[src/rtl/stb_pkg.sv]
package stb_pkg;

    // most fired beats reported for one tick
    localparam int MAX_RESULTS = 16;
    localparam int RES_W       = $clog2(MAX_RESULTS + 1);

    typedef enum logic [1:0] {
        ACT_TICK    = 2'd0,
        ACT_RESTART = 2'd1,
        ACT_KILL    = 2'd2,
        ACT_QUERY   = 2'd3
    } t_action;

    typedef enum logic [1:0] {
        KIND_ACK   = 2'd0,
        KIND_FIRED = 2'd1,
        KIND_QUERY = 2'd2
    } t_kind;

    typedef enum logic [0:0] {
        CFG_TIMERS_IN_USE = 1'b0,
        CFG_TICK_STEP     = 1'b1
    } t_cfg_idx;

    typedef enum logic [1:0] {
        ST_IDLE,
        ST_RUN,
        ST_DONE
    } t_state;

    typedef struct packed {
        t_action     action;
        logic [31:0] timer_id;
        logic [31:0] start_value;
        logic [31:0] cycle_value;
    } t_in_beat;

    typedef struct packed {
        t_kind      kind;
        logic [3:0] which_timer;
        logic       alive;
        logic       last;
    } t_out_beat;

    // one timer's state as it travels around the ring
    typedef struct packed {
        logic        armed;
        logic [31:0] remaining;
        logic [31:0] reload;
    } t_slot;

    // control for the update unit at the head of the ring
    typedef struct packed {
        t_action action;
        logic    hit;
        logic    in_use;
    } t_head_ctl;

endpackage

[src/rtl/stb_cell.sv]
module stb_cell
    import stb_pkg::*;
(
    input  logic  i_clk,
    input  logic  i_rst_n,
    input  logic  i_shift,
    input  t_slot i_slot,
    output t_slot o_slot
);

    logic        r_armed;
    logic [31:0] r_remaining;
    logic [31:0] r_reload;

    // armed bit clears on reset, counts stay undefined until a restart
    always_ff @(posedge i_clk) begin
        if (!i_rst_n) begin
            r_armed <= 1'b0;
        end else if (i_shift) begin
            r_armed <= i_slot.armed;
        end
    end

    always_ff @(posedge i_clk) begin
        if (i_shift) begin
            r_remaining <= i_slot.remaining;
            r_reload    <= i_slot.reload;
        end
    end

    assign o_slot = '{armed: r_armed, remaining: r_remaining, reload: r_reload};

endmodule

[config.mk]
export PLATFORM = sky130hd
export DESIGN_NAME = stb_cell
export DESIGN_NICKNAME = d
export VERILOG_FILES = /design/src/rtl/stb_pkg.sv /design/src/rtl/stb_cell.sv
export SDC_FILE = /design/constraint.sdc
export NUM_CORES = 1
export LEC_CHECK = 0
export BUFFER_PORTS_ARGS = -buffer_cell sky130_fd_sc_hd__buf_2
export CORE_ASPECT_RATIO = 0.7
export CORE_UTILIZATION = 43
export CTS_CLUSTER_DIAMETER = 80
export CTS_CLUSTER_SIZE = 24
export DETAILED_ROUTE_END_ITERATION = 16
export GPL_TIMING_DRIVEN = 0
export PLACE_DENSITY = 0.82
export SYNTH_ARGS = -nofsm -noshare
export SYNTH_HDL_FRONTEND = slang
export SYNTH_SLANG_ARGS = --single-unit
[constraint.sdc]
create_clock -name i_clk -period 1.1 [get_ports i_clk]
set_input_delay 0.165 -clock i_clk [delete_from_list [all_inputs] [get_ports i_clk]]
set_output_delay 0.165 -clock i_clk [all_outputs]
set_load 0.02 [all_outputs]
==> results.md <==
- Async SR Flop Fraction: 0
- Critical Path RT: 940 ps
- Reg-to-Reg Start: r_armed
- Initial antenna violation count: 1
- Core area: 4350 um^2
- Routed WL: 5.98 mm
- Fraction of layout cells with a size suffix above 1: 0.542
- Most numerous cell in the Yosys netlist: edfxtp_1
- DP Area: 2700 um^2
- Number of global-route vias before repair: 1,614
- Total power: 5.83 mW
- Synth Flop Type: edfxtp_1
- Initial Util: 0.451
- Largest cells by area after synthesis: edfxtp_1, dfxtp_1, mux2i_1
- Worst setup path start: r_reload[0]
- Final WS setup: -27.3 ps
- Final setup fails: 1
- Max FO, Critical Path: 1
- Fin. Hold Viols: 0
- Top delay family on crit path: flip-flops
- 1st-pass router iterations: 4
- First-pass GRT wire length: 8.14 mm
- Hold depth: 1
- Final #Nets: 340
- Final min period: 1130 ps
- Slowest-stage cell, CP: edfxtp_1
- Avg WL per Cell: 17.9 um
- Synthesized instance count: 68
- Antenna Nets Post-Route: 0
- Path depth of the worst reg2reg path: 3
- RSZ-0062 raised after global routing: true
- Seq/Total Area, Yosys: 0.988
- Yosys cell types: 5
- Net Count, Synth: 136
- Worst setup EP type: output port
- IO Count: 133
- Tightest Pin Transition: 794 ps
- Final period util: 1.02
- P per Cell Area: 1630 nW/um^2
- Top cell type by total area after synthesis: edfxtp_1
- Critical path type: flip-flop to output port
- R2R Setup Slk: 320 ps
- Worst path bufs/invs: 1
- Root buffer cell: clkbuf_8
- Area growth, synth to finish: 82.2%
- Maxcap violations: 0
- CP peak stage delay: 450 ps
- CTS Sinks: 65
- Ys Warns: 0
- Post-route DRC: 0
- Worst Skew: 0 ps
- Post-synth top cells: edfxtp_1, buf_4, dfxtp_1, mux2i_1, nor2b_1
- Die X: 82.8 um
- H-tree Lvls: 3
- Die H: 58.6 um
- Fin util: 0.822
- I/O Buffers: 132
- Placer Congestion: 0.665
- 1st-iter DRT viols: 102
- Fmax: 887 MHz
- Maximum vdd drop: 0.00137 V
- CTS Buf Count: 9
- GRT Total Usage: 0.240
- Failing checks: negative setup slack
- Die area: 4850 um^2
- Vias: 1,511
- CP Capture Point: o_slot[0]
- CTS tree: built
- Fillers: 225
- Final hold slack: 17.5 ps
- WP depth: 1
- Clock Latency Late Sink: 340 ps
- Overflow after GRT: 0
- R2r endpoint: r_armed
- Syn Area/Cell: 28.9 um^2
- Clk pin slew, worst setup/hold paths: 80 ps
- Largest net degree at the start of global routing: 66
- Vias per inst: 4.54
- Share of the synthesized area in the top cell type: 0.978
- HP Class: input port to flip-flop
- Status: finished with violations
- Number of synthesized flops with an enable pin: 64
- Num rows: 20
- Synth Cell Area: 1970 um^2
- Yosys reg bits: 65
- Post-Place Setup Slack: -581 ps
- Slew Viols, Final: 0
- Worst Path Arrival: 960 ps
- Worst-path cell chain: buf_6
- P_leak: 1.55 nW
- Final instance area: 3580 um^2
- Worst setup SP type: flip-flop
- Clock Path Buffers: 2
- Max_slew headroom: 0.470
[routing by layer]
layer,vias up,wire (um),track usage
met1,723,2100,0.232
met3,13,586,0.130
met4,0,119,0.111
met2,93,3180,0.432
li1,682,-,-
met5,-,0,0
[final cells by class]
cell class,instances,area (um^2),area share
antenna,1,2.50,0.000699
clock buffer,9,124,0.0346
clock inverter,7,70.1,0.0196
multi-input combinational,2,16.3,0.00454
sequential,65,1940,0.543
tap,55,68.8,0.0192
timing repair buffer,194,1360,0.379
[flip-flops by register name (all words and copies together) (netlist names)]
register	cells
r_armed	1
r_reload	32
r_remaining	32
[repair_timing]
| action | 4_1_cts | 5_1_grt |
|---|---|---|
| gates resized for setup | 3 | 24 |
| buffers inserted | 1 | 0 |
| endpoints found under the setup margin | 66 | 12 |
| endpoints found under the hold margin | 59 | 2 |
| hold buffers | 59 | 2 |
[worst register-to-register path, delay by kind of cell (launching register included)]
family | cells | cell delay (ps)
AND/OR/NAND/NOR | 1 | 60
multiplexers | 1 | 150
buffers and inverters | 1 | 120
flip-flops | 1 | 330
[through the flow]
step	std cells	TNS, ps
after floorplan	68	0
after global placement	255	-30530
after detailed placement	255	-33360
after CTS	331	0
after global routing	333	-197
final	333	-27.3
[how the worst min path moves through the flow]
stage          startpoint               to
6_report       i_slot[27]     r_reload[27]
5_1_grt        i_slot[27]     r_reload[27]
4_1_cts        i_slot[51]  r_remaining[19]
3_5_place_dp   i_slot[47]  r_remaining[15]
3_3_place_gp   i_slot[23]     r_reload[23]
2_1_floorplan   i_slot[0]      r_reload[0]
[cell families (layout without fill, tap and decap cells)]
group         Yosys count  count (layout)  synth area share
flops                  65              65             0.988
mux                     1               1           0.00509
simple gates            1               1           0.00318
buf+inv                 1             210           0.00382
other cells             0               1                 0
[layout by cell type (no fill, tap or decap), types with 2 or more instances in the layout]
cell type        n
buf_2          119
buf_4            2
buf_6           12
clkbuf_8         9
clkinv_2         3
dlygate4sd3_1   61
edfxtp_1        64
[power breakdown]
| group | switching [mW] | internal [mW] |
|---|---|---|
| sequential | 0.0643 | 2.94 |
| combinational | 0.444 | 0.391 |
| clock | 0.942 | 1.05 |
| total | 1.45 | 4.37 |
No activity file was read; power rests on OpenSTA's default activity.
