### src/rtl/stb_pkg.sv
package stb_pkg;

    // most fired beats reported for one tick
    localparam int MAX_RESULTS = 16;
    localparam int RES_W       = $clog2(MAX_RESULTS + 1);

    typedef enum logic [1:0] {
        ACT_TICK    = 2'd0,
        ACT_RESTART = 2'd1,
        ACT_KILL    = 2'd2,
        ACT_QUERY   = 2'd3
    } t_action;

    typedef enum logic [1:0] {
        KIND_ACK   = 2'd0,
        KIND_FIRED = 2'd1,
        KIND_QUERY = 2'd2
    } t_kind;

    typedef enum logic [0:0] {
        CFG_TIMERS_IN_USE = 1'b0,
        CFG_TICK_STEP     = 1'b1
    } t_cfg_idx;

    typedef enum logic [1:0] {
        ST_IDLE,
        ST_RUN,
        ST_DONE
    } t_state;

    typedef struct packed {
        t_action     action;
        logic [31:0] timer_id;
        logic [31:0] start_value;
        logic [31:0] cycle_value;
    } t_in_beat;

    typedef struct packed {
        t_kind      kind;
        logic [3:0] which_timer;
        logic       alive;
        logic       last;
    } t_out_beat;

    // one timer's state as it travels around the ring
    typedef struct packed {
        logic        armed;
        logic [31:0] remaining;
        logic [31:0] reload;
    } t_slot;

    // control for the update unit at the head of the ring
    typedef struct packed {
        t_action action;
        logic    hit;
        logic    in_use;
    } t_head_ctl;

endpackage

### src/rtl/stb_proc.sv
module stb_proc
    import stb_pkg::*;
(
    input  t_head_ctl   i_ctl,
    input  t_slot       i_slot,
    input  logic [31:0] i_tick_step,
    input  logic [31:0] i_start_value,
    input  logic [31:0] i_cycle_value,
    output t_slot       o_slot,
    output logic        o_fire
);

    // update of the timer passing the head of the ring
    always_comb begin
        o_slot = i_slot;
        o_fire = 1'b0;
        unique case (i_ctl.action)
            ACT_TICK: begin
                if (i_ctl.in_use && i_slot.armed) begin
                    if (i_slot.remaining == '0) begin
                        o_fire = 1'b1;
                        if (i_slot.reload == '0) begin
                            o_slot.armed = 1'b0;
                        end else begin
                            o_slot.remaining = i_slot.reload;
                        end
                    end else if (i_slot.remaining > i_tick_step) begin
                        o_slot.remaining = i_slot.remaining - i_tick_step;
                    end else begin
                        o_slot.remaining = '0;
                    end
                end
            end
            ACT_RESTART: begin
                if (i_ctl.hit) begin
                    o_slot.armed     = 1'b1;
                    o_slot.remaining = i_start_value;
                    o_slot.reload    = i_cycle_value;
                end
            end
            ACT_KILL: begin
                if (i_ctl.hit) begin
                    o_slot.armed = 1'b0;
                end
            end
            ACT_QUERY: begin
                o_slot = i_slot;
            end
            default: begin
                o_slot = i_slot;
            end
        endcase
    end

endmodule

### config.mk
export PLATFORM = sky130hd
export DESIGN_NAME = stb_proc
export DESIGN_NICKNAME = d
export VERILOG_FILES = /design/src/rtl/stb_pkg.sv /design/src/rtl/stb_proc.sv
export SDC_FILE = /design/constraint.sdc
export NUM_CORES = 1
export LEC_CHECK = 0
export ABC_CLOCK_PERIOD_IN_PS = 6100
export BUFFER_PORTS_ARGS = -buffer_cell sky130_fd_sc_hd__clkbuf_2
export CAP_MARGIN = 15
export CORE_AREA = 2 2 87 106
export DETAILED_ROUTE_END_ITERATION = 8
export DIE_AREA = 0 0 89 108
export GPL_ROUTABILITY_DRIVEN = 0
export MAX_ROUTING_LAYER = met4
export PLACE_DENSITY = 0.8
export SETUP_SLACK_MARGIN = 0.05
export SLEW_MARGIN = 10
export SYNTH_ARGS = -nofsm -noshare
export SYNTH_HDL_FRONTEND = slang
export SYNTH_SLANG_ARGS = --single-unit
export TNS_END_PERCENT = 30
### constraint.sdc
create_clock -name vclk -period 6.1
set_clock_uncertainty 0.15 [all_clocks]
set_input_delay 0.305 -clock vclk [all_inputs]
set_output_delay 0.305 -clock vclk [all_outputs]
set_load 0.05 [all_outputs]
==> impl_results.md <==
* Fin crit share at 68.4%
* Kind of critical path: input pin to primary output
* Syn avg cell area at 6.65 um^2
* Dpl hpwl at 14,100 um
* CP required at 5640 ps
* Initial antenna violation count at 0
* Vias in the first global route at 5,203
* DRC viols at 0
* Synth Instances at 565
* Die X at 89 um
* Layout cells sized above 1 at 37.7%
* Rows at 37
* Placed insts at 884
* Initial Utilization at 44.1%
* ANT cells at 0
* Die area at 9610 um^2
* Setup Buffers After CTS at 0
* Number of top-level pins at 231
* Peak Freq at 0.240 GHz
* DIE HEIGHT at 108 um
* Crit-path cells: clkbuf_2, inv_1, ha_1, fa_1, nand2b_1, a21oi_1, o21ai_1, a21oi_1, o311a_2, and2_4, nand2b_1, a222oi_1, clkbuf_2
* Clock buffer cells at 0
* Maximum VDD drop at 0.0610 mV
* CTS Hold Bufs at 0
* Dpl ws at 2010 ps
* Sequential area share after synthesis at 0%
* Final antenna-violating net count at 0
* Slew Limit Headroom at 24.2%
* WL per Instance at 19.9 um
* Ys Warns at 0
* Syn nets at 763
* First-pass GRT wire length at 25,700 um
* Crit end category: primary output
* Worst Path Buf+Inv at 3
* Mapped cell area at 3760 um^2
* Post-route setup slack at 1930 ps
* Status: completed
* GRT Total Usage at 34.5%
* Drt first-iter violations at 670
* CP max-delay cell: o311a_2
* Via count at 5,627
* Max-Cap Viols at 0
* PwrDens at 121 nW/um^2
* Nets at 967
* CP max FO at 21
* Final Hold Viols at 0
* Minimum clock period at 4170 ps
* FFs & Latches at 0
* Reg area at 0 um^2
* Largest stage delay, worst path at 520 ps
* Core area at 8520 um^2
* Final setup vio count at 0
* Tot Pwr at 597 uW
* DRT Wirelength at 17,600 um
* Distinct cells, synth at 73
* P_leak at 0.00249 uW
* Worst-Margin Slew at 1130 ps
* Largest net degree at the start of global routing at 38
* Post-CTS Resized at 0
* Pins Over Slew Limit at 0
* Via-per-instance ratio at 6.37
* Top delay family on crit path: compound AO/OA/AOI/OAI gates
* RSZ-0062 raised after global routing: false
* DRT Pass-1 Iters at 5
* Hold crit path type: input pin to primary output
* Non-Filler Instances at 884
* Worst EP arrival at 3720 ps
* Crit start category: input pin
* IO buf count at 231
* GRT overflow at 0
* Setup_tns at 0 ps
* Area Overhead vs Synth at 31.2%
## cell usage after synthesis (3+ instances only)
| library cell | count | share of area, % |
|---|---|---|
| mux2_2 | 32 | 9.6 |
| buf_2 | 5 | 0.67 |
| ha_1 | 32 | 11 |
| a22o_1 | 6 | 1.4 |
| nand3_1 | 11 | 1.5 |
| a21o_1 | 14 | 2.8 |
| clkbuf_1 | 17 | 1.7 |
| nor4_1 | 17 | 2.8 |
| a21oi_1 | 52 | 6.9 |
| nor2b_1 | 3 | 0.50 |
| a21oi_2 | 3 | 0.70 |
| a31oi_1 | 5 | 0.83 |
| buf_4 | 4 | 0.80 |
| xor2_1 | 8 | 1.9 |
| a221o_1 | 4 | 1.1 |
| o22ai_1 | 23 | 3.8 |
| nand2b_1 | 7 | 1.2 |
| o21ai_1 | 4 | 0.53 |
| o21bai_1 | 5 | 1.0 |
| inv_1 | 56 | 5.6 |
| nand2_1 | 44 | 4.4 |
| o211ai_1 | 5 | 1.0 |
| and2_1 | 3 | 0.50 |
| a211oi_1 | 5 | 1.0 |
| a22oi_1 | 8 | 1.6 |
| nand4_1 | 12 | 2.0 |
| a222oi_1 | 13 | 3.5 |
| xnor2_1 | 13 | 3.0 |
| a221oi_1 | 15 | 3.5 |
| o21ai_0 | 32 | 4.3 |
| buf_1 | 5 | 0.50 |
| nor2_1 | 43 | 4.3 |
| nor3_1 | 4 | 0.53 |
## where the power goes
| group | leakage [uW] | switching, uW | internal [uW] |
|---|---|---|---|
| Sequential | 0 | 0 | 0 |
| Clock | 0 | 0 | 0 |
| Combinational | 0.00249 | 396 | 201 |
## stage by stage
stage | instance area (um^2) | hold slack, ps | utilization (%)
floorplan | 3760 | 741 | -
global placement | 4930 | 920 | 57.9
detailed placement | 4930 | 922 | 57.9
CTS | 4930 | 922 | 57.9
global route | 4930 | 931 | 57.9
finish | 4930 | 921 | 57.9
## cell families after synthesis
kind of cell	after synthesis	synth area share, %
compound gates	226	42.7
xor+xnor	21	4.90
fa+ha+maj	33	11.2
buf+inv	89	9.76
mux	34	10.1
simple gates	162	21.3
## final timing paths
check / startpoint / slack [ps] / to / cells past startpoint
worst max-delay path: i_slot[32] / 1930 / o_slot[51] / 13
worst min-delay path: i_cycle_value[25] / 920 / o_slot[25] / 3
## layer usage
layer  vias to the layer above  track usage (%)  part of all wire, %  routed length [um]
met5                         -                -                    0                   0
li1                       2570                -                    -                   -
met1                      2549             41.6                   38                6610
met3                        68             4.05                   11                2000
met4                         0             13.4                  4.2                 745
met2                       440             57.9                   47                8270
## cell type report
class / count / area, um^2
fillers: 861 / 3590
multi-input cells: 476 / 3390
repair buffers: 234 / 1180
inverters: 57 / 214
well taps: 117 / 146
## layout by cell type, fill, tap and decap left out, types with 3 or more instances in the layout
cell type  instances
o211ai_1           5
a221oi_1          15
nand2_1           44
nor3_1             4
ha_1              32
xnor2_1           13
a211oi_1           5
a21oi_1           52
nor2b_1            3
a21oi_2            3
a31oi_1            5
a21o_1            14
nand4_1           12
a22o_1             6
clkbuf_2         231
o21ai_1            4
xor2_1             8
a22oi_1            8
inv_1             56
nor4_1            17
nand2b_1           7
o22ai_1           23
a221o_1            4
mux2_2            32
nor2_1            43
nand3_1           11
o21bai_1           5
buf_4              3
a222oi_1          13
o21ai_0           32
and2_1             3
Note: power is estimated with default switching activity, not from simulation.
